`src/sv/tcc_front.sv`:
```
// tcc_front: per-frame accumulation of dot product and both energies, with saturation.
// Hands a finished (dot, seed energy, vertex energy) job out on the last frame.
`default_nettype none

module tcc_front #(
    parameter int SAMPLE_BITS = 16,
    parameter int E_W         = 41,
    parameter int D_W         = 42
) (
    input  wire logic                          i_clk,
    input  wire logic                          i_rst_n,
    input  wire logic                          i_accept,
    input  wire logic signed [SAMPLE_BITS-1:0] i_seed_sample,
    input  wire logic signed [SAMPLE_BITS-1:0] i_vertex_sample,
    input  wire logic                          i_last_frame,
    output logic                               o_job_push,
    output logic [D_W+2*E_W-1:0]               o_job
);

    localparam int PR_W = 2 * SAMPLE_BITS;

    logic signed [D_W-1:0]  r_dot;
    logic        [E_W-1:0]  r_seed_e;
    logic        [E_W-1:0]  r_vert_e;

    logic signed [PR_W-1:0] w_prod;
    logic signed [PR_W-1:0] w_sq_seed;
    logic signed [PR_W-1:0] w_sq_vert;
    logic signed [D_W:0]    w_dot_wide;
    logic        [E_W:0]    w_seed_wide;
    logic        [E_W:0]    w_vert_wide;
    logic signed [D_W-1:0]  n_dot;
    logic        [E_W-1:0]  n_seed_e;
    logic        [E_W-1:0]  n_vert_e;

    assign w_prod    = i_seed_sample * i_vertex_sample;
    assign w_sq_seed = i_seed_sample * i_seed_sample;
    assign w_sq_vert = i_vertex_sample * i_vertex_sample;

    always_comb begin
        w_dot_wide  = (D_W+1)'(r_dot) + (D_W+1)'(w_prod);
        w_seed_wide = {1'b0, r_seed_e} + (E_W+1)'(w_sq_seed[PR_W-2:0]);
        w_vert_wide = {1'b0, r_vert_e} + (E_W+1)'(w_sq_vert[PR_W-2:0]);

        // clamp dot on overflow of its width
        if (w_dot_wide[D_W] != w_dot_wide[D_W-1]) begin
            n_dot = w_dot_wide[D_W] ? {1'b1, {(D_W-1){1'b0}}} : {1'b0, {(D_W-1){1'b1}}};
        end else begin
            n_dot = w_dot_wide[D_W-1:0];
        end
        n_seed_e = w_seed_wide[E_W] ? {E_W{1'b1}} : w_seed_wide[E_W-1:0];
        n_vert_e = w_vert_wide[E_W] ? {E_W{1'b1}} : w_vert_wide[E_W-1:0];
    end

    always_ff @(posedge i_clk) begin
        if (!i_rst_n) begin
            r_dot    <= '0;
            r_seed_e <= '0;
            r_vert_e <= '0;
        end else if (i_accept) begin
            if (i_last_frame) begin
                r_dot    <= '0;
                r_seed_e <= '0;
                r_vert_e <= '0;
            end else begin
                r_dot    <= n_dot;
                r_seed_e <= n_seed_e;
                r_vert_e <= n_vert_e;
            end
        end
    end

    assign o_job_push = i_accept && i_last_frame;
    assign o_job      = {n_dot, n_seed_e, n_vert_e};

endmodule

`default_nettype wire

```
`config.mk`:
```
export PLATFORM = sky130hd
export DESIGN_NAME = tcc_front
export DESIGN_NICKNAME = d
export VERILOG_FILES = /design/src/sv/tcc_front.sv
export SDC_FILE = /design/constraint.sdc
export NUM_CORES = 2
export LEC_CHECK = 0
export BUFFER_PORTS_ARGS = -buffer_cell sky130_fd_sc_hd__clkbuf_2
export CORE_ASPECT_RATIO = 1.4
export CORE_UTILIZATION = 30
export DETAILED_ROUTE_END_ITERATION = 12
export SYNTH_ARGS = -nofsm -noshare
export SYNTH_HDL_FRONTEND = slang
export SYNTH_SLANG_ARGS = --single-unit
export TNS_END_PERCENT = 1
```
`constraint.sdc`:
```
create_clock -name i_clk -period 9.93 [get_ports i_clk]
set_input_delay 0.993 -clock i_clk [delete_from_list [all_inputs] [get_ports i_clk]]
set_output_delay 0.993 -clock i_clk [all_outputs]
set_load 0.05 [all_outputs]
```
; Yosys cells after proc, flatten, opt, wreduce, memory -nomap -nowiden
; Index checks and enable logic that the tools add are counted.
; W data, S select, Z words.
[op_classes]
n_reduce_logical = 1
muxes = 7
n_eq_ne = 1
mul = 3
add_sub_neg = 3
[ops]
columns = op, n
row1 = $mux W41, 4
row2 = $mux W42, 3
row3 = $add A41 B31 Y42, 2
row4 = $mul A16 B16 Y31, 2
row5 = $add A42 B32 Y43, 1
row6 = $mul A16 B16 Y32, 1
row7 = $logic_and A1 B1 Y1, 1
row8 = $ne A1 B1 Y1, 1
[totals]
output_inout_bits = 125
ff_bits = 124
input_bits = 36

; Longest topological paths before layout
[depth]
word_depth = 5
mapped_depth = 37

; Worst setup path before layout
; No wires, ideal clock.
[synth_timing]
path_kind = input port to output port
start = input i_vertex_sample[3]
end = output o_job[38]
required_ns = 8.937
slack_ns = -0.850
stages = 32
t_arrival_ns = 9.787
path_cell_list = clkbuf_1 -> clkbuf_1 -> nand2_1 -> fa_1 -> fa_1 -> fa_1 -> inv_1 -> fa_1 -> fa_1 -> inv_1 -> fa_1 -> inv_1 -> ha_1 -> a21o_1 -> a21oi_1 -> or4b_2 -> o211ai_1 -> nor2b_1 -> o21bai_1 -> a21oi_1 -> o21ai_0 -> xor2_1 -> ha_1 -> nand2_1 -> nor2_1 -> a211oi_1 -> o31a_1 -> a211oi_1 -> o31ai_1 -> a21oi_1 -> and3_1 -> o21ai_0
[synth_between]
elab_chain_len = 3
[synth_lines]
columns = element, line
row1 = "start, declared", 14  ; input wire logic signed [SAMPLE_BITS-1:0] i_vertex_sample,
row2 = $mul A16 B16 Y31, 38  ; assign w_sq_vert = i_vertex_sample * i_vertex_sample;
row3 = $add A41 B31 Y42, 43  ; w_vert_wide = {1'b0, r_vert_e} + (E_W+1)'(w_sq_vert[PR_W-2:0]);
row4 = $mux W41, 52  ; n_vert_e = w_vert_wide[E_W] ? {E_W{1'b1}} : w_vert_wide[E_W-1:0];
row5 = "end, declared", 17  ; output logic [D_W+2*E_W-1:0] o_job
; No other way between the ends.

; Worst setup path after layout
[layout_timing]
start = input i_seed_sample[9]
end = output o_job[81]
[layout_between]
elab_chain_len = 3
[layout_lines]
columns = element, line
row1 = "start, declared", 13  ; input wire logic signed [SAMPLE_BITS-1:0] i_seed_sample,
row2 = $mul A16 B16 Y31, 37  ; assign w_sq_seed = i_seed_sample * i_seed_sample;
row3 = $add A41 B31 Y42, 42  ; w_seed_wide = {1'b0, r_seed_e} + (E_W+1)'(w_sq_seed[PR_W-2:0]);
row4 = $mux W41, 51  ; n_seed_e = w_seed_wide[E_W] ? {E_W{1'b1}} : w_seed_wide[E_W-1:0];
; No other way between the ends.

==> qor.txt <==
Critical-path top delay cell = fa_1
Final nets = 5919
Mapped Cells = 4342
multi-input logic area = 32400 µm²
Via density = 4.76
max cap viols = 0
reg2reg start = r_dot[15]
asr flop ratio synth = 0%
Critical Path AT = 8.75 ns
Remaining DRCs = 0
Tcrit/Tclk final = 98.1%
die height = 426 µm
area added between synthesis and finish = 20.8%
global-route wire length before repair = 176 mm
Sink Count = 124
Initial DRT Pass Iterations = 6
I/O pin total = 161
initial antenna violation count = 8
Yosys cell types = 86
Crit Path Category = in -> out
Placer Congestion = 0.865
die area = 130000 µm²
Max Clock Skew = 0.0212 ns
input/output buffers = 160
vias in the first global route = 33200
Worst Setup End Kind = output port
placed cells = 6325
drt wl/cell = 17.3 µm
outcome = completed
layout cells sized above 1 = 16.5%
Register-to-Register Path Depth = 22
RSZ-0062 raised after global routing = yes
actual slew at the worst max-slew pin = 1.08 ns
top_reg_cell synth = dfxtp_1
Synth Cell Area = 38600 µm²
Reg2Reg Setup Slack = 3.49 ns
Hold Path Sink = r_dot[25]
Worst Path Required = 8.94 ns
synthesized net count = 5545
post-synthesis sequential area ratio = 6.43%
final setup fails = 0
Worst Hold Class = reg -> reg
Yosys reg bits = 124
DRT antenna net count = 0
Slew headroom = 27.9%
core area = 128000 µm²
Num CTS Buffers = 17
reg2reg end = r_dot[30]
startpoint types = input port
grt met2 use = 32.7%
Initial Util = 30.2%
FILL cells = 12900
1st-iter DRT viols = 1474
largest net degree at the start of global routing = 59
CTS root buf = clkbuf_16
via count = 30400
CTS tree = done
Final Max Tran Viols = 0
H-tree depth = 4
Most Crowded Layer GR = met2
final std cells w/o fill = 6380
hold path depth = 2
hold-fix buffers at CTS = 0
Fin. Hold Viols = 0
HP Start = r_dot[25]
Total GRT Usage = 17.4%
YS warnings = 0
fmax = 103 MHz
clk_lat worst skew = 0.53 ns
Mean Syn Cell Area = 8.89 µm²
CTS Buffer Depth = 2
met3 GRT Util = 2.09%
crit-path max cell delay = 0.59 ns
Final min period = 9.74 ns
Post-synth EDFFs = 0
most used cell, CP = fa_1
Die Span X = 305 µm
post-detail-place hpwl = 94.0 mm
met1 Usage GRT = 19.3%
Site Rows = 155
GRT overflow = 0
drt total wl = 111 mm
Register Area = 2480 µm²
maximum fanout along the worst path = 12
clk slew on worst S/H paths = 0.07 ns
[placed cells by master (no fill, tap or decap), types with 42 or more instances in the layout]
| master | count |
|---|---|
| buf_6 | 51 |
| nand2b_1 | 42 |
| buf_4 | 342 |
| xor2_1 | 61 |
| and2_1 | 138 |
| o21ai_0 | 83 |
| fa_1 | 779 |
| ha_1 | 364 |
| a21oi_1 | 133 |
| dfxtp_1 | 124 |
| xnor2_1 | 123 |
| a21o_1 | 59 |
| nand2_1 | 429 |
| inv_1 | 981 |
| a22o_1 | 77 |
| nor2_1 | 198 |
| buf_12 | 92 |
[synthesized netlist by cell type, types with 62 or more instances]
| cell type | instances | share of area (%) |
|---|---|---|
| a21oi_1 | 154 | 2.0 |
| a22o_1 | 77 | 1.7 |
| and2_1 | 147 | 2.4 |
| clkbuf_1 | 140 | 1.4 |
| dfxtp_1 | 124 | 6.4 |
| fa_1 | 795 | 41 |
| ha_1 | 372 | 12 |
| inv_1 | 991 | 9.6 |
| nand2_1 | 467 | 4.5 |
| nor2_1 | 205 | 2.0 |
| o21ai_0 | 101 | 1.3 |
| xnor2_1 | 128 | 2.9 |
| xor2_1 | 62 | 1.4 |
[timing repair]
action                     CTS  global route
pin swaps                   12            73
cloned                       0             2
setup buffers                4            14
resized for setup           49           361
setup endpoints to repair   83            96
[per-layer routing]
metal / share of wire, % / up-vias
li1: - / 14200
met1: 38 / 15400
met5: 0.043 / -
met3: 3.2 / 201
met2: 54 / 563
met4: 4.6 / 8
[state kept, by name, summed over array words and instances (netlist names)]
register and flops:
r_vert_e 41, r_dot 42, r_seed_e 41
[critical path, delay by kind of cell]
kind / cells / cell delay [ns]
adder cells (fa/ha/maj): 8 / 3.45
multiplexers: 1 / 0.28
AND/OR/NAND/NOR: 4 / 0.53
AO/OA/AOI/OAI: 11 / 2.22
XOR/XNOR: 2 / 0.35
buffers and inverters: 7 / 0.91
[stage by stage]
step                instance area [µm²]  TNS [ns]  hold WS, ns  worst slack (ns)  utilization [%]
global route                      46600     -2.88        0.487            -0.158             36.5
detailed placement                44700    -15.48        0.449            -0.532             35.0
finish                            46600         0        0.455             0.191             36.5
CTS                               45500   -0.0624        0.459           -0.0468             35.6
floorplan                         38600    -0.201        0.432           -0.0671                -
global placement                  44700     -8.07        0.442            -0.432             35.0
[how the worst max path moves through the flow]
stage	from	end	slack [ns]
global placement	i_vertex_sample[2]	o_job[40]	-0.43
finish	i_seed_sample[9]	o_job[81]	0.19
floorplan	i_vertex_sample[11]	o_job[38]	-0.07
detailed placement	i_vertex_sample[2]	o_job[40]	-0.53
CTS	i_vertex_sample[3]	o_job[40]	-0.05
global route	i_vertex_sample[5]	o_job[38]	-0.16
[logic make-up after synthesis]
family          synth area share, %
compound gates                 11.1
xor+xnor                       4.31
fa+ha+maj                      53.7
buf+inv                        11.6
flops                          6.43
mux                           0.418
simple gates                   12.5
[layout make-up]
cell class / count / area share (%)
clock buffers: 18 / 0.942
inverters: 1000 / 8.08
well taps: 1648 / 4.42
clock inverters: 14 / 0.314
flip-flops and latches: 124 / 5.33
diodes: 3 / 0.0161
repair buffers: 528 / 11.5
multi-input cells: 3045 / 69.4
Power is left out: the tool's default activity adds up to more than one toggle a clock period on the data nets, which glitch-free logic cannot reach.
