===== config.mk =====
export PLATFORM = sky130hd
export DESIGN_NAME = tcc_back
export DESIGN_NICKNAME = d
export VERILOG_FILES = /design/src/sv/tcc_pkg.sv /design/src/sv/tcc_back.sv
export SDC_FILE = /design/constraint.sdc
export NUM_CORES = 2
export LEC_CHECK = 0
export ABC_CLOCK_PERIOD_IN_PS = 33800
export BUFFER_PORTS_ARGS = -buffer_cell sky130_fd_sc_hd__buf_4
export CAP_MARGIN = 20
export CELL_PAD_IN_SITES_DETAIL_PLACEMENT = 0
export CELL_PAD_IN_SITES_GLOBAL_PLACEMENT = 1
export CORE_MARGIN = 5
export CORE_UTILIZATION = 52
export CTS_BUF_LIST = sky130_fd_sc_hd__clkbuf_2
export DETAILED_ROUTE_END_ITERATION = 6
export GPL_TIMING_DRIVEN = 0
export PLACE_DENSITY_LB_ADDON = 0.12
export SLEW_MARGIN = 20
export SYNTH_ARGS = -nofsm -noshare
export SYNTH_HDL_FRONTEND = slang
export SYNTH_SLANG_ARGS = --single-unit

===== constraint.sdc =====
create_clock -name i_clk -period 33.8 [get_ports i_clk]
set_input_delay 0 -clock i_clk [delete_from_list [all_inputs] [get_ports i_clk]]
set_output_delay 0 -clock i_clk [all_outputs]
set_load 0.02 [all_outputs]

===== src/sv/tcc_pkg.sv =====
// tcc_pkg: shared types and fixed constants of the timecourse cosine correlation core.
// Depends on nothing; used by tcc_fifo, tcc_back and the top-level core.
`default_nettype none

package tcc_pkg;

    localparam int CORR_W    = 16;              // Q1.15 result width
    localparam int FRAC_BITS = 15;              // fraction bits of the result
    localparam int Q_BITS    = FRAC_BITS + 1;   // magnitude bits found by the search
    localparam int K_W       = $clog2(Q_BITS);  // index of one magnitude bit

    typedef struct packed {
        logic full;
        logic empty;
    } t_q_status;

    typedef struct packed {
        logic signed [CORR_W-1:0] correlation;
        logic                     zero_norm;
    } t_result;

    typedef enum logic [4:0] {
        ST_IDLE = 5'b00001,
        ST_MUL  = 5'b00010,
        ST_ADD  = 5'b00100,
        ST_CMP  = 5'b01000,
        ST_DONE = 5'b10000
    } t_state;

endpackage

`default_nettype wire


===== src/sv/tcc_back.sv =====
// tcc_back: sequential back end; shift-add products, then a bit-by-bit search for
// the largest q with q^2 * e1 * e2 <= 2^30 * dot^2. Depends on tcc_pkg.
`default_nettype none

module tcc_back #(
    parameter int E_W = 41,
    parameter int D_W = 42
) (
    input  wire logic                   i_clk,
    input  wire logic                   i_rst_n,
    input  wire logic                   i_job_valid,
    input  wire logic [D_W+2*E_W-1:0]   i_job,
    output logic                        o_job_pop,
    input  wire logic                   i_res_full,
    output logic                        o_res_push,
    output tcc_pkg::t_result            o_result
);

    localparam int M_W   = D_W;
    localparam int P_W   = 2 * E_W;
    localparam int DSQ_W = 2 * M_W;
    localparam int SH    = 2 * tcc_pkg::FRAC_BITS;
    localparam int W     = DSQ_W + SH + 2;
    localparam int CNT_W = $clog2(M_W + 1);
    localparam int QB    = tcc_pkg::Q_BITS;
    localparam int KW    = tcc_pkg::K_W;

    tcc_pkg::t_state r_state, n_state;

    logic              r_neg, n_neg;
    logic              r_zero, n_zero;
    logic [DSQ_W-1:0]  r_mag_a, n_mag_a;
    logic [M_W-1:0]    r_mag_b, n_mag_b;
    logic [DSQ_W-1:0]  r_dsq, n_dsq;
    logic [P_W-1:0]    r_e_a, n_e_a;
    logic [E_W-1:0]    r_e_b, n_e_b;
    logic [P_W-1:0]    r_p, n_p;
    logic [CNT_W-1:0]  r_cnt, n_cnt;
    logic [W-1:0]      r_s, n_s;
    logic [W-1:0]      r_a, n_a;
    logic [W-1:0]      r_b, n_b;
    logic [W-1:0]      r_t, n_t;
    logic [KW-1:0]     r_k, n_k;
    logic [QB-1:0]     r_q, n_q;

    logic signed [D_W-1:0] w_dot;
    logic [E_W-1:0]        w_e1;
    logic [E_W-1:0]        w_e2;
    logic [M_W-1:0]        w_mag;
    logic [W-1:0]          w_rhs;
    logic [W-1:0]          w_trial;
    logic [W-1:0]          w_a_acc;

    assign w_dot   = i_job[D_W+2*E_W-1 -: D_W];
    assign w_e1    = i_job[2*E_W-1 -: E_W];
    assign w_e2    = i_job[E_W-1:0];
    assign w_mag   = w_dot[D_W-1] ? (~w_dot + 1'b1) : w_dot;
    assign w_rhs   = W'(r_dsq) << SH;
    assign w_trial = r_t + r_b;
    assign w_a_acc = r_a + (r_b << 1);

    always_comb begin
        n_state  = r_state;
        n_neg    = r_neg;
        n_zero   = r_zero;
        n_mag_a  = r_mag_a;
        n_mag_b  = r_mag_b;
        n_dsq    = r_dsq;
        n_e_a    = r_e_a;
        n_e_b    = r_e_b;
        n_p      = r_p;
        n_cnt    = r_cnt;
        n_s      = r_s;
        n_a      = r_a;
        n_b      = r_b;
        n_t      = r_t;
        n_k      = r_k;
        n_q      = r_q;
        o_job_pop  = 1'b0;
        o_res_push = 1'b0;
        case (r_state)
            tcc_pkg::ST_IDLE: begin
                if (i_job_valid) begin
                    o_job_pop = 1'b1;
                    n_neg   = w_dot[D_W-1];
                    n_zero  = (w_e1 == '0) || (w_e2 == '0);
                    n_mag_a = DSQ_W'(w_mag);
                    n_mag_b = w_mag;
                    n_e_a   = P_W'(w_e1);
                    n_e_b   = w_e2;
                    n_dsq   = '0;
                    n_p     = '0;
                    n_cnt   = '0;
                    n_q     = '0;
                    n_state = n_zero ? tcc_pkg::ST_DONE : tcc_pkg::ST_MUL;
                end
            end
            tcc_pkg::ST_MUL: begin
                if (r_mag_b[0]) begin
                    n_dsq = r_dsq + r_mag_a;
                end
                if (r_e_b[0]) begin
                    n_p = r_p + r_e_a;
                end
                n_mag_a = r_mag_a << 1;
                n_mag_b = r_mag_b >> 1;
                n_e_a   = r_e_a << 1;
                n_e_b   = r_e_b >> 1;
                n_cnt   = r_cnt + 1'b1;
                if (r_cnt == CNT_W'(M_W - 1)) begin
                    // search setup: S = 0, A = q*P << (k+1) = 0, B = P << 2k
                    n_s     = '0;
                    n_a     = '0;
                    n_b     = W'(n_p) << (2 * (QB - 1));
                    n_k     = KW'(QB - 1);
                    n_state = tcc_pkg::ST_ADD;
                end
            end
            tcc_pkg::ST_ADD: begin
                n_t     = r_s + r_a;
                n_state = tcc_pkg::ST_CMP;
            end
            tcc_pkg::ST_CMP: begin
                // trial (q | 2^k)^2 * P = S + A + B
                if (w_trial <= w_rhs) begin
                    n_s      = w_trial;
                    n_a      = w_a_acc >> 1;
                    n_q[r_k] = 1'b1;
                end else begin
                    n_a = r_a >> 1;
                end
                n_b = r_b >> 2;
                if (r_k == '0) begin
                    n_state = tcc_pkg::ST_DONE;
                end else begin
                    n_k     = r_k - 1'b1;
                    n_state = tcc_pkg::ST_ADD;
                end
            end
            tcc_pkg::ST_DONE: begin
                if (!i_res_full) begin
                    o_res_push = 1'b1;
                    n_state    = tcc_pkg::ST_IDLE;
                end
            end
            default: begin
                n_state = tcc_pkg::ST_IDLE;
            end
        endcase
    end

    always_ff @(posedge i_clk) begin
        if (!i_rst_n) begin
            r_state <= tcc_pkg::ST_IDLE;
        end else begin
            r_state <= n_state;
        end
    end

    always_ff @(posedge i_clk) begin
        r_neg   <= n_neg;
        r_zero  <= n_zero;
        r_mag_a <= n_mag_a;
        r_mag_b <= n_mag_b;
        r_dsq   <= n_dsq;
        r_e_a   <= n_e_a;
        r_e_b   <= n_e_b;
        r_p     <= n_p;
        r_cnt   <= n_cnt;
        r_s     <= n_s;
        r_a     <= n_a;
        r_b     <= n_b;
        r_t     <= n_t;
        r_k     <= n_k;
        r_q     <= n_q;
    end

    // top magnitude bit set means q >= 1.0: clamp to 32767, or to -32768 when negative
    always_comb begin
        o_result.zero_norm = r_zero;
        if (r_zero) begin
            o_result.correlation = '0;
        end else if (r_neg) begin
            o_result.correlation = r_q[QB-1] ? {1'b1, {(QB-1){1'b0}}} : (~r_q + 1'b1);
        end else begin
            o_result.correlation = r_q[QB-1] ? {1'b0, {(QB-1){1'b1}}} : r_q;
        end
    end

endmodule

`default_nettype wire


# [Yosys cells after proc, flatten, opt, wreduce, memory -nomap -nowiden]
# Cells that the tools add are included.
# W data, S select, Z words.
[op_classes] addsub=9 n_mul=0 div=0 magnitude_cmp=3 eq_ne=12 shift=0 mux=46 bitwise_logic=3 n_reduce_logical=16
[ops] op="$pmux W116 S2" count=3
[ops] op="$add A116 B116 Y116" count=3
[ops] op="$mux W116" count=3
[ops] op="$pmux W84 S2" count=2
[ops] op="$pmux W82 S2" count=2
[ops] op="$mux W84" count=3
[ops] op="$mux W82" count=3
[ops] op="$le A116 B114 Y1" count=1
[ops] op="$mux W115" count=1
[ops] op="$add A84 B84 Y84" count=1
[ops] op="$mux W42" count=2
[ops] op="$pmux W42 S2" count=1
[ops] op="$add A82 B82 Y82" count=1
[ops] op="$logic_not A41 Y1" count=2
[ops] op="$pmux W41 S2" count=1
[ops] op="$mux W16" count=5
[ops] op="$add A42 B1 Y42 const B" count=1
[ops] op="$not A42 Y42" count=1
[ops] op="$mux W41" count=1
[ops] op="$pmux W16 S2" count=1
[ops] op="$mux W5" count=5
[ops] op="$pmux W5 S5" count=1
[ops] op="$add A16 B1 Y16 const B" count=1
[ops] op="$not A16 Y16" count=1
[ops] op="25 further kinds" count=43
[word_totals] ff_bits=912 latch_bits=0 ramBits=0 mem_bits_ro=0 input_bits=128 output_inout_bits=19 elab_cells=105 mem_count=0

# [Longest topological paths before layout]
[depth] ltp_word=7 depth_mapped=30 ltp_nobuf=28

# [Least setup slack after synthesis]
# Ideal clock, no wire load.
[synth_timing] path_type="reg-to-reg" from="register r_state[4]" to="register r_cnt[0], enable pin" setup_time_ns=1.504 arrival_ns=24.266 required_ns=32.296 path_slack_ns=8.030 stages_incl_launch_ff=4 path_buffers=0 synth_period_minus_slack_ns=25.770 path_cell_list="dfxtp_1 -> nor3_1 -> nand3b_1 -> o21ai_0"
[synth_via] elab_chain_cells=3 elab_cells_between_ends=5 classes_between="eq/ne (3); reduce/logical (2)"
[synth_rtl] item="start, declared" line_no="tcc_back.sv:28" text="tcc_pkg::t_state r_state, n_state;"
[synth_rtl] item="start signal, assigned" line_no="tcc_back.sv:154" text="r_state <= tcc_pkg::ST_IDLE;"
[synth_rtl] item="start signal, assigned" line_no="tcc_back.sv:156" text="r_state <= n_state;"
[synth_rtl] item="$eq A5 B1 Y1 / $eq A5 B2 Y1 (equally long branches)" line_no="tcc_back.sv:81" text="case (r_state)"
[synth_rtl] item="$ne A2 B2 Y1 (no line) / $reduce_bool A2 Y1 (equally long branches)"
[synth_rtl] item="$reduce_and A2 Y1 (no line) (*)"
[synth_rtl] item="end signal, assigned" line_no="tcc_back.sv:169" text="r_cnt <= n_cnt;"
[synth_rtl] item="end, declared" line_no="tcc_back.sv:38" text="logic [CNT_W-1:0] r_cnt, n_cnt;"
# Mark *: on every way between the ends. The rest lies on a longest branch, timed or not.
# A chain may end at the register's enable or synchronous reset.

# [Worst setup path in the final report]
[layout_timing] from="register r_b[46]" to="register r_s[106], enable pin"
[layout_via] elab_chain_cells=4
[layout_rtl] item="start, declared" line_no="tcc_back.sv:41" text="logic [W-1:0] r_b, n_b;"
[layout_rtl] item="start signal, assigned" line_no="tcc_back.sv:172" text="r_b <= n_b;"
[layout_rtl] item="$add A116 B116 Y116" line_no="tcc_back.sv:59" text="assign w_trial = r_t + r_b;"
[layout_rtl] item="named net w_trial[98]" line_no="tcc_back.sv:51" text="logic [W-1:0] w_trial;"
[layout_rtl] item="$le A116 B114 Y1" line_no="tcc_back.sv:125" text="if (w_trial <= w_rhs) begin"
[layout_rtl] item="$ne A2 B2 Y1 (no line)"
[layout_rtl] item="$reduce_and A3 Y1 (no line)"
[layout_rtl] item="end signal, assigned" line_no="tcc_back.sv:170" text="r_s <= n_s;"
[layout_rtl] item="end, declared" line_no="tcc_back.sv:39" text="logic [W-1:0] r_s, n_s;"
# The timed path passes the listed nets, and every way through them passes these cells.

==> results.cfg <==
[outcome]
status = finished clean

[yosys]
synth-xor-area-share = 0.0674
synth_top_area_cell = edfxtp_1
seq_area_frac_synth = 0.393
synth_nets = 8290
synth.area.top_cells = edfxtp_1, ha_1, a21oi_1
synthAdderAreaFrac = 0.109
syn_inst = 7562
async_flop_share = 0
synthFlopType = edfxtp_1
yosysWarningCount = 0
syn_avg_cell_area_sq_um = 9.15
synth-edff-count = 902
netlist.area_leader.share = 0.391
synth_top_family_by_area = compound AO/OA/AOI/OAI gates
synth_simple_gate_area_frac = 0.173
synth_area_sq_um = 69200
synth_compound_area_frac = 0.201
synth.area.mux_share = 0.0235
synth-seq-cells = 907
yosysUniqueCellTypes = 90

[power]
power.density_nw_per_um2 = 42.3
peakVddDrop_v = 0.0000342
leakage_uw = 0.0322

[timing]
clock-skew-final_ns = 0.189
min_period_over_period = 0.348
final_max_slew_viol_count = 0
rsz0062_at_grt = false
maxSlewHeadroom = 0.127
setup_viol = 0
min_period_ns = 11.78
hold_viol_final = 0
fmax_mhz = 84.9
setup_ws_ns = 22.02
worst_slew_pin_slew_ns = 1.30

[clock_tree]
clk_pin_slew_ns = 0.13
cts_root_buf = clkbuf_2
htreeDepth = 4
cts_num_sinks = 907
post_cts_resized = 0
cts_tree = done
clkLatencyLatePin_ns = 1.84
numCtsBuffers = 233
cts_buffer_depth = 3

[floorplan]
die_w_um = 375
core.rowCount = 133
pin_count = 147
die_area_sq_um = 141000
coreArea_sq_um = 132000
die_h_um = 375
start_util = 0.525

[routing]
final_antenna_net_count = 0
vias = 63500
drtIter0Drc = 6992
avgRoutedWirePerCell_um = 23.8
via_per_inst = 6.12
wl_um = 247000
dr.pass1.iters = 6
post-route-drc-count = 0

[run]
maxCapViolations = 0

[placement]
gp_routability_congestion = 0.968
portBuffers = 146
pre_cts_slack_ns = 22.17
dpl_cell_area_sq_um = 73200
place_inst = 9488
dp_hpwl_um = 187000

[layout]
nNetsFinal = 9158
drive_gt1_frac = 0.0742
final_common_cell = edfxtp_1
layoutNonFillerInstCount = 10400
mostFrequentLayoutCells = edfxtp_1, nand2_1, a21oi_1
final_area_sq_um = 80000
area_growth_pct = 15.6

[grt]
grt_overflow = 0
grt_pass1_wl_um = 367000
grt_antenna_before_repair = 12
grt_usage = 0.339
grt_max_degree = 83
grt_pass1_vias = 61100

[critical_path]
crit_fanout = 29
cp-end-kind = flip-flop
arrival_ns = 13.17
cp.required_ns = 35.19
crit_type = flip-flop to flip-flop
cpPeakStageDelay_ns = 1.07
cp-start-kind = flip-flop
critPathSlowestCell = a2111oi_2

[hold_path]
hold_class = input pin to flip-flop
final cells by class:
cell class,instances,area (sq um)
clock buffers,313,1570
flip-flops and latches,907,27200
plain buffers,356,1450
inverters,239,912
well taps,1755,2200
repair buffers,633,6350
diodes,13,32.5
clock inverters,101,589
multi-input cells,6060,39800
fillers,11400,51900
per-layer routing:
layer,GRT usage,wire [um],vias to the layer above
met1,0.476,108000,30100
li1,-,-,29700
met2,0.514,105000,2995
met5,0,0,-
met4,0.155,12800,0
met3,0.0595,21500,664
cell usage after synthesis (13+ instances only):
library cell	n
nor2b_1	71
and2_1	246
nor3_1	84
inv_1	239
a31oi_1	68
nand4_1	193
ha_1	595
clkbuf_1	313
o211ai_1	26
o21a_1	132
and4_1	24
nor4_1	58
xor2_1	208
edfxtp_1	902
a31o_2	13
nor2_1	746
nand2b_1	63
o31ai_1	49
o31a_1	14
buf_2	21
nand2_1	796
a41oi_1	13
mux2i_1	157
o21ai_1	21
or2_2	17
or4_1	14
o41ai_1	17
o22ai_1	21
o21ai_0	395
o221ai_1	15
a221oi_1	14
a211oi_1	56
o21bai_1	127
and3_1	50
nor3b_1	17
xnor2_1	325
nand3_1	103
a21boi_0	32
a21o_1	332
a21oi_1	786
or3_1	31
registers in the layout (all words and copies together) (netlist names):
register	flops
r_a	115
r_b	112
r_cnt	6
r_dsq	84
r_e_a	82
r_e_b	41
r_k	4
r_mag_a	84
r_mag_b	42
r_neg	1
r_p	82
r_q	16
r_s	116
r_state	5
r_t	116
r_zero	1
logic make-up after synthesis:
kind of cell,after synthesis
flip-flops,907
XOR/XNOR,533
multiplexers,162
buffers and inverters,595
adder cells (fa/ha/maj),600
AND/OR/NAND/NOR,2541
AO/OA/AOI/OAI,2224
worst paths after layout:
kind | startpoint | end | slack [ns] | depth (start not counted)
min reg2reg | r_mag_b[18]$_DFFE_PP_ | r_mag_b[17]$_DFFE_PP_ | 0.49 | 1
max | r_b[46]$_DFFE_PP_ | r_s[106]$_SDFFCE_PN0P_ | 22.02 | 29
min | i_job[1] | r_e_b[1]$_DFFE_PP_ | 0.17 | 6
max reg2reg | r_b[46]$_DFFE_PP_ | r_s[106]$_SDFFCE_PN0P_ | 22.02 | 29
worst max-delay path: cells and delay by family (launching register included):
family                     cells  cell delay, ns
DFF                            1            0.53
xor gates and xnor gates       1            0.59
adders and majority gates      2            0.57
buffers and inverters          5            1.26
and+or+nand+nor               14            5.37
AOI/OAI and AO/OA              7            3.05
metrics by stage:
stage | TNS (ns) | util | hold slack, ns | power [uW]
final | 0 | 0.607 | 0.168 | 3380
after global routing | 0 | 0.606 | 0.115 | 3560
after CTS | 0 | 0.606 | 0.00151 | 3350
after detailed placement | 0 | 0.555 | 0.220 | 2500
after global placement | -495.68 | 0.550 | 0.230 | 2580
after floorplan | 0 | - | 0.0762 | 2250
timing repair:
item | CTS | global route
setup buffers | 0 | 0
setup endpoints to repair | 0 | 0
hold endpoints to repair | 612 | 0
hold buffers | 462 | 0
power by group:
part	total [uW]	leakage [uW]	internal (uW)	switching, uW
combinational	1130	0.0221	451	681
sequential	1450	0.00848	1370	79.9
clock	805	0.00160	294	511
No activity file was read; power rests on OpenSTA's default activity.
