`src/sv/tcc_pkg.sv`:
```
// tcc_pkg: shared types and fixed constants of the timecourse cosine correlation core.
// Depends on nothing; used by tcc_fifo, tcc_back and the top-level core.
`default_nettype none

package tcc_pkg;

    localparam int CORR_W    = 16;              // Q1.15 result width
    localparam int FRAC_BITS = 15;              // fraction bits of the result
    localparam int Q_BITS    = FRAC_BITS + 1;   // magnitude bits found by the search
    localparam int K_W       = $clog2(Q_BITS);  // index of one magnitude bit

    typedef struct packed {
        logic full;
        logic empty;
    } t_q_status;

    typedef struct packed {
        logic signed [CORR_W-1:0] correlation;
        logic                     zero_norm;
    } t_result;

    typedef enum logic [4:0] {
        ST_IDLE = 5'b00001,
        ST_MUL  = 5'b00010,
        ST_ADD  = 5'b00100,
        ST_CMP  = 5'b01000,
        ST_DONE = 5'b10000
    } t_state;

endpackage

`default_nettype wire

```
`src/sv/tcc_fifo.sv`:
```
// tcc_fifo: two-entry queue used between front and back end and on the result side.
// Depends on tcc_pkg for the status struct.
`default_nettype none

module tcc_fifo #(
    parameter int WIDTH = 8
) (
    input  wire logic                  i_clk,
    input  wire logic                  i_rst_n,
    input  wire logic                  i_push,
    input  wire logic [WIDTH-1:0]      i_data,
    input  wire logic                  i_pop,
    output logic      [WIDTH-1:0]      o_data,
    output tcc_pkg::t_q_status         o_status
);

    logic [WIDTH-1:0] r_mem [2];
    logic             r_wr_ptr;
    logic             r_rd_ptr;
    logic [1:0]       r_count;
    logic [1:0]       n_count;
    logic             w_push;
    logic             w_pop;

    assign w_push = i_push && (r_count != 2'd2);
    assign w_pop  = i_pop && (r_count != 2'd0);

    always_comb begin
        n_count = r_count;
        if (w_push && !w_pop) begin
            n_count = r_count + 2'd1;
        end else if (w_pop && !w_push) begin
            n_count = r_count - 2'd1;
        end
    end

    always_ff @(posedge i_clk) begin
        if (!i_rst_n) begin
            r_wr_ptr <= 1'b0;
            r_rd_ptr <= 1'b0;
            r_count  <= 2'd0;
        end else begin
            r_count <= n_count;
            if (w_push) begin
                r_wr_ptr <= ~r_wr_ptr;
            end
            if (w_pop) begin
                r_rd_ptr <= ~r_rd_ptr;
            end
        end
    end

    always_ff @(posedge i_clk) begin
        if (w_push) begin
            r_mem[r_wr_ptr] <= i_data;
        end
    end

    assign o_data         = r_mem[r_rd_ptr];
    assign o_status.full  = (r_count == 2'd2);
    assign o_status.empty = (r_count == 2'd0);

endmodule

`default_nettype wire

```
`config.mk`:
```
export PLATFORM = sky130hd
export DESIGN_NAME = tcc_fifo
export DESIGN_NICKNAME = d
export VERILOG_FILES = /design/src/sv/tcc_pkg.sv /design/src/sv/tcc_fifo.sv
export SDC_FILE = /design/constraint.sdc
export NUM_CORES = 1
export LEC_CHECK = 0
export BUFFER_PORTS_ARGS = -buffer_cell sky130_fd_sc_hd__buf_2
export CAP_MARGIN = 20
export CORE_UTILIZATION = 49
export CTS_CLUSTER_DIAMETER = 100
export CTS_CLUSTER_SIZE = 8
export DETAILED_ROUTE_END_ITERATION = 16
export PLACE_DENSITY = 0.81
export REMOVE_ABC_BUFFERS = 1
export SLEW_MARGIN = 20
export SYNTH_ARGS = -nofsm -noshare
export SYNTH_HDL_FRONTEND = slang
export SYNTH_SLANG_ARGS = --single-unit
```
`constraint.sdc`:
```
create_clock -name i_clk -period 2.1 [get_ports i_clk]
set_input_delay 0.105 -clock i_clk [delete_from_list [all_inputs] [get_ports i_clk]]
set_output_delay 0.105 -clock i_clk [all_outputs]
set_load 0.02 [all_outputs]
```
Word level (Yosys, flattened, before mapping)
Memories as Yosys holds them, arrays and structs flattened. A register that Yosys moved wholly into a read port is not among the register bits.
Index checks and enable logic that the tools add are counted.

cells by class
  add/subtract/negate cells = 2
  eq/ne operators = 2
  muxes and demuxes = 6
  bitwise operators = 2
  reduce and logical (&&, ||, !) cells = 9

operators by type and width
  kind                   number
  $logic_and A1 B1 Y1    4
  $mux W1                4
  $mux W2                2
  $reduce_bool A2 Y1     2
  $add A2 B1 Y2 const B  1
  $eq A2 B2 Y1 const B   1
  $logic_not A1 Y1       2
  $logic_not A2 Y1       1
  $ne A2 B2 Y1 const B   1
  $not A1 Y1             2
  $sub A2 B1 Y2 const B  1

word-level totals
  register bits = 4
  RAM bits = 16
  input bits = 12
  word-level logic and storage cells = 25
  memories kept = 1

memories
  memory  words  bits a word  read ports  clocked after Yosys merged registers in  wr ports  line            RTL
  r_mem   2      8            1           1                                        1         tcc_fifo.sv:17  logic [WIDTH-1:0] r_mem [2];

Longest topological paths before layout
Gate-level depths: netlist of the first run.

  word-level depth = 6
  gate-level depth with buffers = 7

Worst setup path after synthesis of the first run
No wires, ideal clock.

  path kind = reg-to-reg
  start = register r_count[0]
  end = register r_count[1]
  library setup time = 70 ps
  arrival time = 1,548 ps
  required time = 2,030 ps
  slack = 482 ps
  cell stages (with the launch flop) = 7
  cells stage by stage = dfxtp_1 > nand2b_1 > inv_1 > nor2_1 > ha_1 > or3_1 > a21oi_1

between the ends
  word-level cells in the longest chain between the ends = 5

ends and longest elaborated chain
  what                                 line            RTL
  start: declaration                   tcc_fifo.sv:20  logic [1:0] r_count;
  start signal: assignment             tcc_fifo.sv:43  r_count <= n_count;
  $ne A2 B2 Y1 *                       tcc_fifo.sv:25  assign w_push = i_push && (r_count != 2'd2);
  $logic_and A1 B1 Y1 *                tcc_fifo.sv:25
  net w_push                           tcc_fifo.sv:22  logic w_push;
  $logic_not A1 Y1                     tcc_fifo.sv:32  end else if (w_pop && !w_push) begin
  $logic_and A1 B1 Y1                  tcc_fifo.sv:32
  $reduce_bool A2 Y1 (no source line)  --

Mark *: on every way through the listed nets, which the timed path passes. The rest lies on a longest branch. The select of a mux whose other input is x is not followed.
A chain may end at the register's enable or synchronous reset.

Worst setup path after layout of the first run
Same ends and word-level chain as after synthesis.

==> results of run 1 <==
-- cells by family after synthesis --
logic type	share of synthesized area [%]
compound gates	3.74
xor+xnor	3.27
fa+ha+maj	1.56
buf+inv	2.02
flops	72.3
mux	11.2
simple gates	5.92
-- cells in the mapped netlist --
library cell	number
nor2_1	5
nor3_2	1
a21boi_0	1
o21a_1	1
nand2b_1	1
edfxtp_1	16
or3_1	1
dfxtp_1	5
xor2_1	3
o21ai_0	2
ha_1	1
mux2_2	8
inv_1	3
and3_1	1
a21oi_1	1
buf_2	1
-- metrics by stage --
| stage | worst slack (ns) | instances | instance area [um2] | hold WS, ns |
|---|---|---|---|---|
| 2_1_floorplan | 0.482 | 50 | 798 | 0.204 |
| 3_3_place_gp | 0.581 | 88 | 931 | 0.294 |
| 3_5_place_dp | 0.519 | 88 | 931 | 0.299 |
| 4_1_cts | 0.492 | 100 | 1040 | 0.0207 |
| 5_1_grt | 0.316 | 100 | 1040 | 0.0230 |
| 6_report | 0.478 | 100 | 1040 | 0.0257 |
-- cell usage in the layout (no fill, tap or decap) --
cell / synthesis / routed
clkinv_2: 0 / 1
o21a_1: 1 / 1
dlygate4sd3_1: 0 / 8
mux2_2: 8 / 8
ha_1: 1 / 1
buf_2: 1 / 21
nor3_2: 1 / 1
o21ai_0: 2 / 2
a21oi_1: 1 / 1
inv_1: 3 / 3
a21boi_0: 1 / 1
buf_4: 0 / 1
clkbuf_4: 0 / 3
xor2_1: 3 / 3
or3_1: 1 / 1
edfxtp_1: 16 / 16
nand2b_1: 1 / 1
nor2_1: 5 / 5
dfxtp_1: 5 / 5
and3_1: 1 / 1
-- power groups by stage --
stage	registers, uW	logic (uW)	clock network, uW
2_1_floorplan	580	285	0
3_3_place_gp	591	384	0
3_5_place_dp	598	393	0
4_1_cts	587	407	188
5_1_grt	597	444	204
6_report	584	403	183
-- per-layer routing --
| layer | GRT usage [%] | routed length (um) |
|---|---|---|
| met1 | 17.2 | 501 |
| met2 | 26.8 | 581 |
| met3 | 2.59 | 51 |
| met4 | 5.63 | 15 |
| met5 | 0 | 0 |
-- worst paths after layout --
kind / end / slack [ns] / cells after the start
max: r_count[1] / 0.48 / 6
min: r_wr_ptr / 0.03 / 2
max reg2reg: r_count[1] / 0.48 / 6
min reg2reg: register / 0.53 / 2
-- sequential cells by signal, summed over array words and instances (netlist names), named ones only --
| register | flops |
|---|---|
| r_count | 2 |
| r_mem | 16 |
| r_rd_ptr | 1 |
| r_wr_ptr | 1 |
-- critical path, stage by stage (launching register included) --
cell      delay (ns)
dfxtp_1         0.37
nand2b_1        0.19
inv_1           0.11
nor2_1          0.05
ha_1            0.32
or3_1           0.38
a21oi_1         0.14
-- cell type report --
class	instances	share of cell area, %
Multi-Input combinational cell	26	19.9
Inverter	3	1.08
Clock inverter	1	0.482
Timing Repair Buffer	30	18.6
Tap cell	16	1.93
Clock buffer	3	2.17
Sequential cell	21	55.9
==> results.sh, run 1 <==
export IMPL_status="completed"
export IMPL_path_max_fanout=5
export IMPL_worstSetupStartpoint="r_count[0]"
export IMPL_worstPathArrival_ns=1.86
export IMPL_dp_hpwl_um=833
export IMPL_ys_seq_area_share_pct=72.3
export IMPL_core_um2=1520
export IMPL_port_buffers=21
export IMPL_required_ns=2.34
export IMPL_cap_violations=0
export IMPL_post_cts_resized=0
export IMPL_yosysTopAreaCell="edfxtp_1"
export IMPL_clk_pin_slew_ns=0.11
export IMPL_fillers=124
export IMPL_rsz0062_at_grt="false"
export IMPL_hold_violations=0
export IMPL_tightest_slew_ns=0.388
export IMPL_drt_iter0_drc=6
export IMPL_p_per_area_nw_per_um2=1130
export IMPL_p_clk_share_pct=15.6
export IMPL_intPower_uw=781
export IMPL_slew_headroom_pct=74.1
export IMPL_ant_nets=0
export IMPL_ys_warn_count=0
export IMPL_hp_start="i_rst_n"
export IMPL_reg2reg_from="r_count[0]"
export IMPL_clk_latency_ns=0.29
export IMPL_min_path_type="primary input to register"
export IMPL_synth_cell_type_count=16
export IMPL_finalSetupTns_ns=0
export IMPL_crit_path_end_kind="register"
export IMPL_fin_skew_ns=0.00655
export IMPL_rows=14
export IMPL_post_cts_buffers=0
export IMPL_vdd_drop_max_uv=671
export IMPL_min_period_ns=1.62
export IMPL_grt_usage_pct=14.8
export IMPL_netlist_area_um2=803
export IMPL_crit_type="register to register"
export IMPL_antenna_found_initial=0
export IMPL_cts_tree="built"
export IMPL_leakagePower_uw=0.000429
export IMPL_drive_above_1_share_pct=41.7
export IMPL_p_total_uw=1170
export IMPL_ys_ff_latch=21
export IMPL_grt_pass1_wl_um=1940
export IMPL_syn_to_final_growth_pct=29.3
export IMPL_diodes=0
export IMPL_htree_levels=1
export IMPL_drc=0
export IMPL_clockBufferDepth=2
export IMPL_p_sw_share_pct=33.2
export IMPL_power_share_sequential_pct=49.9
export IMPL_cts_hold_buf=8
export IMPL_wl_per_cell_um=11.5
export IMPL_die_h_um=42.5
export IMPL_vias=508
export IMPL_cts_sinks=21
export IMPL_viasPerCell=5.08
export IMPL_final_core_util_pct=68.1
export IMPL_setup_violations=0
export IMPL_switchingPower_uw=389
export IMPL_die_width_um=42.5
export IMPL_root_buffer="clkbuf_4"
export IMPL_grt_pass1_vias=472
export IMPL_fin_crit_sh_pct=77.2
export IMPL_nets=98
export IMPL_regArea_um2=581
export IMPL_fmax_mhz=617
export IMPL_place_gp_congestion=0.706
export IMPL_multi_input_area_um2=206
export IMPL_syn_inst=51
export IMPL_io_pins=22
export IMPL_grt_max_degree=13
export IMPL_comb_power_share_pct=34.5
export IMPL_yosys_top_cells_area="edfxtp_1, dfxtp_1, mux2_2"
export IMPL_dr_pass1_iters=3
export IMPL_syn_avg_cell_area_um2=15.8
export IMPL_start_util_pct=52.7
export IMPL_drv_slew=0
export IMPL_grt_overflow=0
export IMPL_wl_um=1150
export IMPL_startpoint_type="register"
export IMPL_dieArea_um2=1810
export IMPL_cts_made_buffers=3
export IMPL_yosys_area_top_type_share_pct=59.8
(Power assumes the default switching activity.)
==> inputs of run 2 (changes only) <==
--- a/config.mk
+++ b/config.mk
@@ -7,11 +7,11 @@
 export LEC_CHECK = 0
 export BUFFER_PORTS_ARGS = -buffer_cell sky130_fd_sc_hd__buf_2
 export CAP_MARGIN = 20
-export CORE_UTILIZATION = 49
+export CORE_UTILIZATION = 44
 export CTS_CLUSTER_DIAMETER = 100
 export CTS_CLUSTER_SIZE = 8
 export DETAILED_ROUTE_END_ITERATION = 16
-export PLACE_DENSITY = 0.81
+export PLACE_DENSITY = 0.78
 export REMOVE_ABC_BUFFERS = 1
 export SLEW_MARGIN = 20
 export SYNTH_ARGS = -nofsm -noshare
==> constraint.sdc (replaced) <==
create_clock -name i_clk -period 1.4 [get_ports i_clk]
set_input_delay 0.07 -clock i_clk [delete_from_list [all_inputs] [get_ports i_clk]]
set_output_delay 0.07 -clock i_clk [all_outputs]
set_load 0.02 [all_outputs]
==> results.sh, run 2 (synthesized netlist as in run 1, its figures left out) <==
export IMPL_grt_usage_pct=14.8
export IMPL_cts_tree="built"
export IMPL_dieArea_um2=2000
export IMPL_grt_pass1_vias=560
export IMPL_dr_pass1_iters=4
export IMPL_viasPerCell=4.54
export IMPL_min_period_ns=1.41
export IMPL_required_ns=1.61
export IMPL_grt_pass1_wl_um=2090
export IMPL_crit_type="register to register"
export IMPL_drc=0
export IMPL_p_sw_share_pct=32.6
export IMPL_htree_levels=1
export IMPL_finalSetupTns_ns=-0.0140
export IMPL_die_width_um=44.7
export IMPL_p_per_area_nw_per_um2=1710
export IMPL_fin_skew_ns=0.00448
export IMPL_path_buf_inv=1
export IMPL_clk_latency_ns=0.28
export IMPL_io_pins=22
export IMPL_max_stage_delay_ns=0.35
export IMPL_worstSetupStartpoint="r_count[0]"
export IMPL_leakagePower_uw=0.000476
export IMPL_cap_violations=0
export IMPL_fin_area_um2=1160
export IMPL_hp_start="i_push"
export IMPL_wl_per_cell_um=11.9
export IMPL_nets=107
export IMPL_fin_crit_sh_pct=101
export IMPL_startpoint_type="register"
export IMPL_place_gp_congestion=0.686
export IMPL_crit_chain="nand2b_4 > inv_4 > nor2_4 > ha_4 > xor2_1 > or3_1 > a21oi_1"
export IMPL_grt_max_degree=12
export IMPL_top_register="r_mem"
export IMPL_vias=536
export IMPL_tightest_slew_ns=0.194
export IMPL_hold_violations=0
export IMPL_fin_ws_ns=-0.0140
export IMPL_min_path_type="primary input to register"
export IMPL_power_share_sequential_pct=44.7
export IMPL_crit_path_end_kind="register"
export IMPL_switchingPower_uw=644
export IMPL_diodes=0
export IMPL_root_buffer="clkbuf_4"
export IMPL_wl_um=1400
export IMPL_dp_hpwl_um=964
export IMPL_crit_slowest_cell="dfxtp_2"
export IMPL_placed_area_um2=995
export IMPL_antenna_found_initial=0
export IMPL_ant_nets=0
export IMPL_die_h_um=44.7
export IMPL_largest_register_ff_count=16
export IMPL_rsz0062_at_grt="true"
export IMPL_cts_sinks=21
export IMPL_reg_largest_list="r_mem: 16 flops, r_count: 2 flops"
export IMPL_slew_headroom_pct=87.1
export IMPL_drt_iter0_drc=12
export IMPL_fmax_mhz=707
export IMPL_drive_above_1_share_pct=53.8
export IMPL_port_buffers=21
export IMPL_vdd_drop_max_uv=1140
export IMPL_multi_input_area_um2=238
export IMPL_regArea_um2=584
export IMPL_start_util_pct=46.5
export IMPL_crit_family="simple AND/OR/NAND/NOR gates"
export IMPL_grt_overflow=0
export IMPL_setup_violations=1
export IMPL_fillers=149
export IMPL_intPower_uw=1330
export IMPL_syn_to_final_growth_pct=44.4
export IMPL_final_common_cell="buf_2"
export IMPL_reg2reg_from="r_count[0]"
export IMPL_status="complete, but fails checks"
export IMPL_clk_pin_slew_ns=0.10
export IMPL_clockBufferDepth=2
export IMPL_violations="setup timing"
export IMPL_comb_power_share_pct=41.8
export IMPL_cts_made_buffers=3
export IMPL_p_clk_share_pct=13.5
export IMPL_core_um2=1730
export IMPL_worstPathArrival_ns=1.63
export IMPL_rows=15
export IMPL_path_max_fanout=3
export IMPL_mostFrequentLayoutCells="buf_2, edfxtp_1, dlygate4sd3_1, mux2_2, buf_4"
export IMPL_drv_slew=0
[run 2: worst reg2reg max path, cell delays in order (launching register included)]
cell	delay, ns
dfxtp_2	0.35
nand2b_4	0.15
inv_4	0.06
nor2_4	0.04
ha_4	0.15
xor2_1	0.14
or3_1	0.31
a21oi_1	0.15
[run 2: what timing repair did]
item	CTS	global route
gates resized for setup	7	6
buffers inserted	1	0
hold buffers	9	0
pin swaps	4	2
endpoints found under the setup margin	9	5
endpoints found under the hold margin	17	0
[run 2: area by class of cell]
class                      count  share of cell area [%]
multi-input combinational     26                    20.5
sequential                    21                    50.4
inverter                       3                    1.19
tap                           25                    2.70
timing repair buffer          39                    23.0
clock buffer                   4                    2.27
[run 2: power by group through the flow]
| stage | clock (uW) | combinational [uW] | sequential [uW] |
|---|---|---|---|
| global route | 301 | 897 | 898 |
| finish | 266 | 827 | 884 |
| CTS | 280 | 788 | 878 |
| floorplan | 0 | 427 | 869 |
| global placement | 0 | 696 | 871 |
| detailed placement | 0 | 723 | 877 |
[run 2: final timing paths]
path | slack, ns | cells past startpoint | endpoint
worst max-delay path | -0.01 | 7 | r_count[1]
worst min-delay path | 0.14 | 3 | r_wr_ptr
worst max register to register | -0.01 | 7 | r_count[1]
worst min register to register | 0.53 | 2 | r_rd_ptr
[run 2: per-layer routing]
metal / vias up / part of all wire, % / track usage [%]
li1: 270 / - / -
met1: 248 / 39 / 14.1
met2: 16 / 56 / 30.0
met3: 2 / 4.6 / 3.60
met4: 0 / 0.71 / 5.45
met5: - / 0 / 0
[run 2: per-stage QoR]
step	utilization, %	cells	setup WS, ns	power [uW]	hold WS (ns)
5_1_grt	67.2	118	-0.0604	2100	0.139
6_report	67.2	118	-0.0140	1980	0.137
3_5_place_dp	57.6	104	-0.0668	1600	0.262
4_1_cts	65.7	118	-0.0448	1950	0.126
2_1_floorplan	-	50	-0.218	1300	0.169
3_3_place_gp	57.6	104	0.00967	1570	0.258
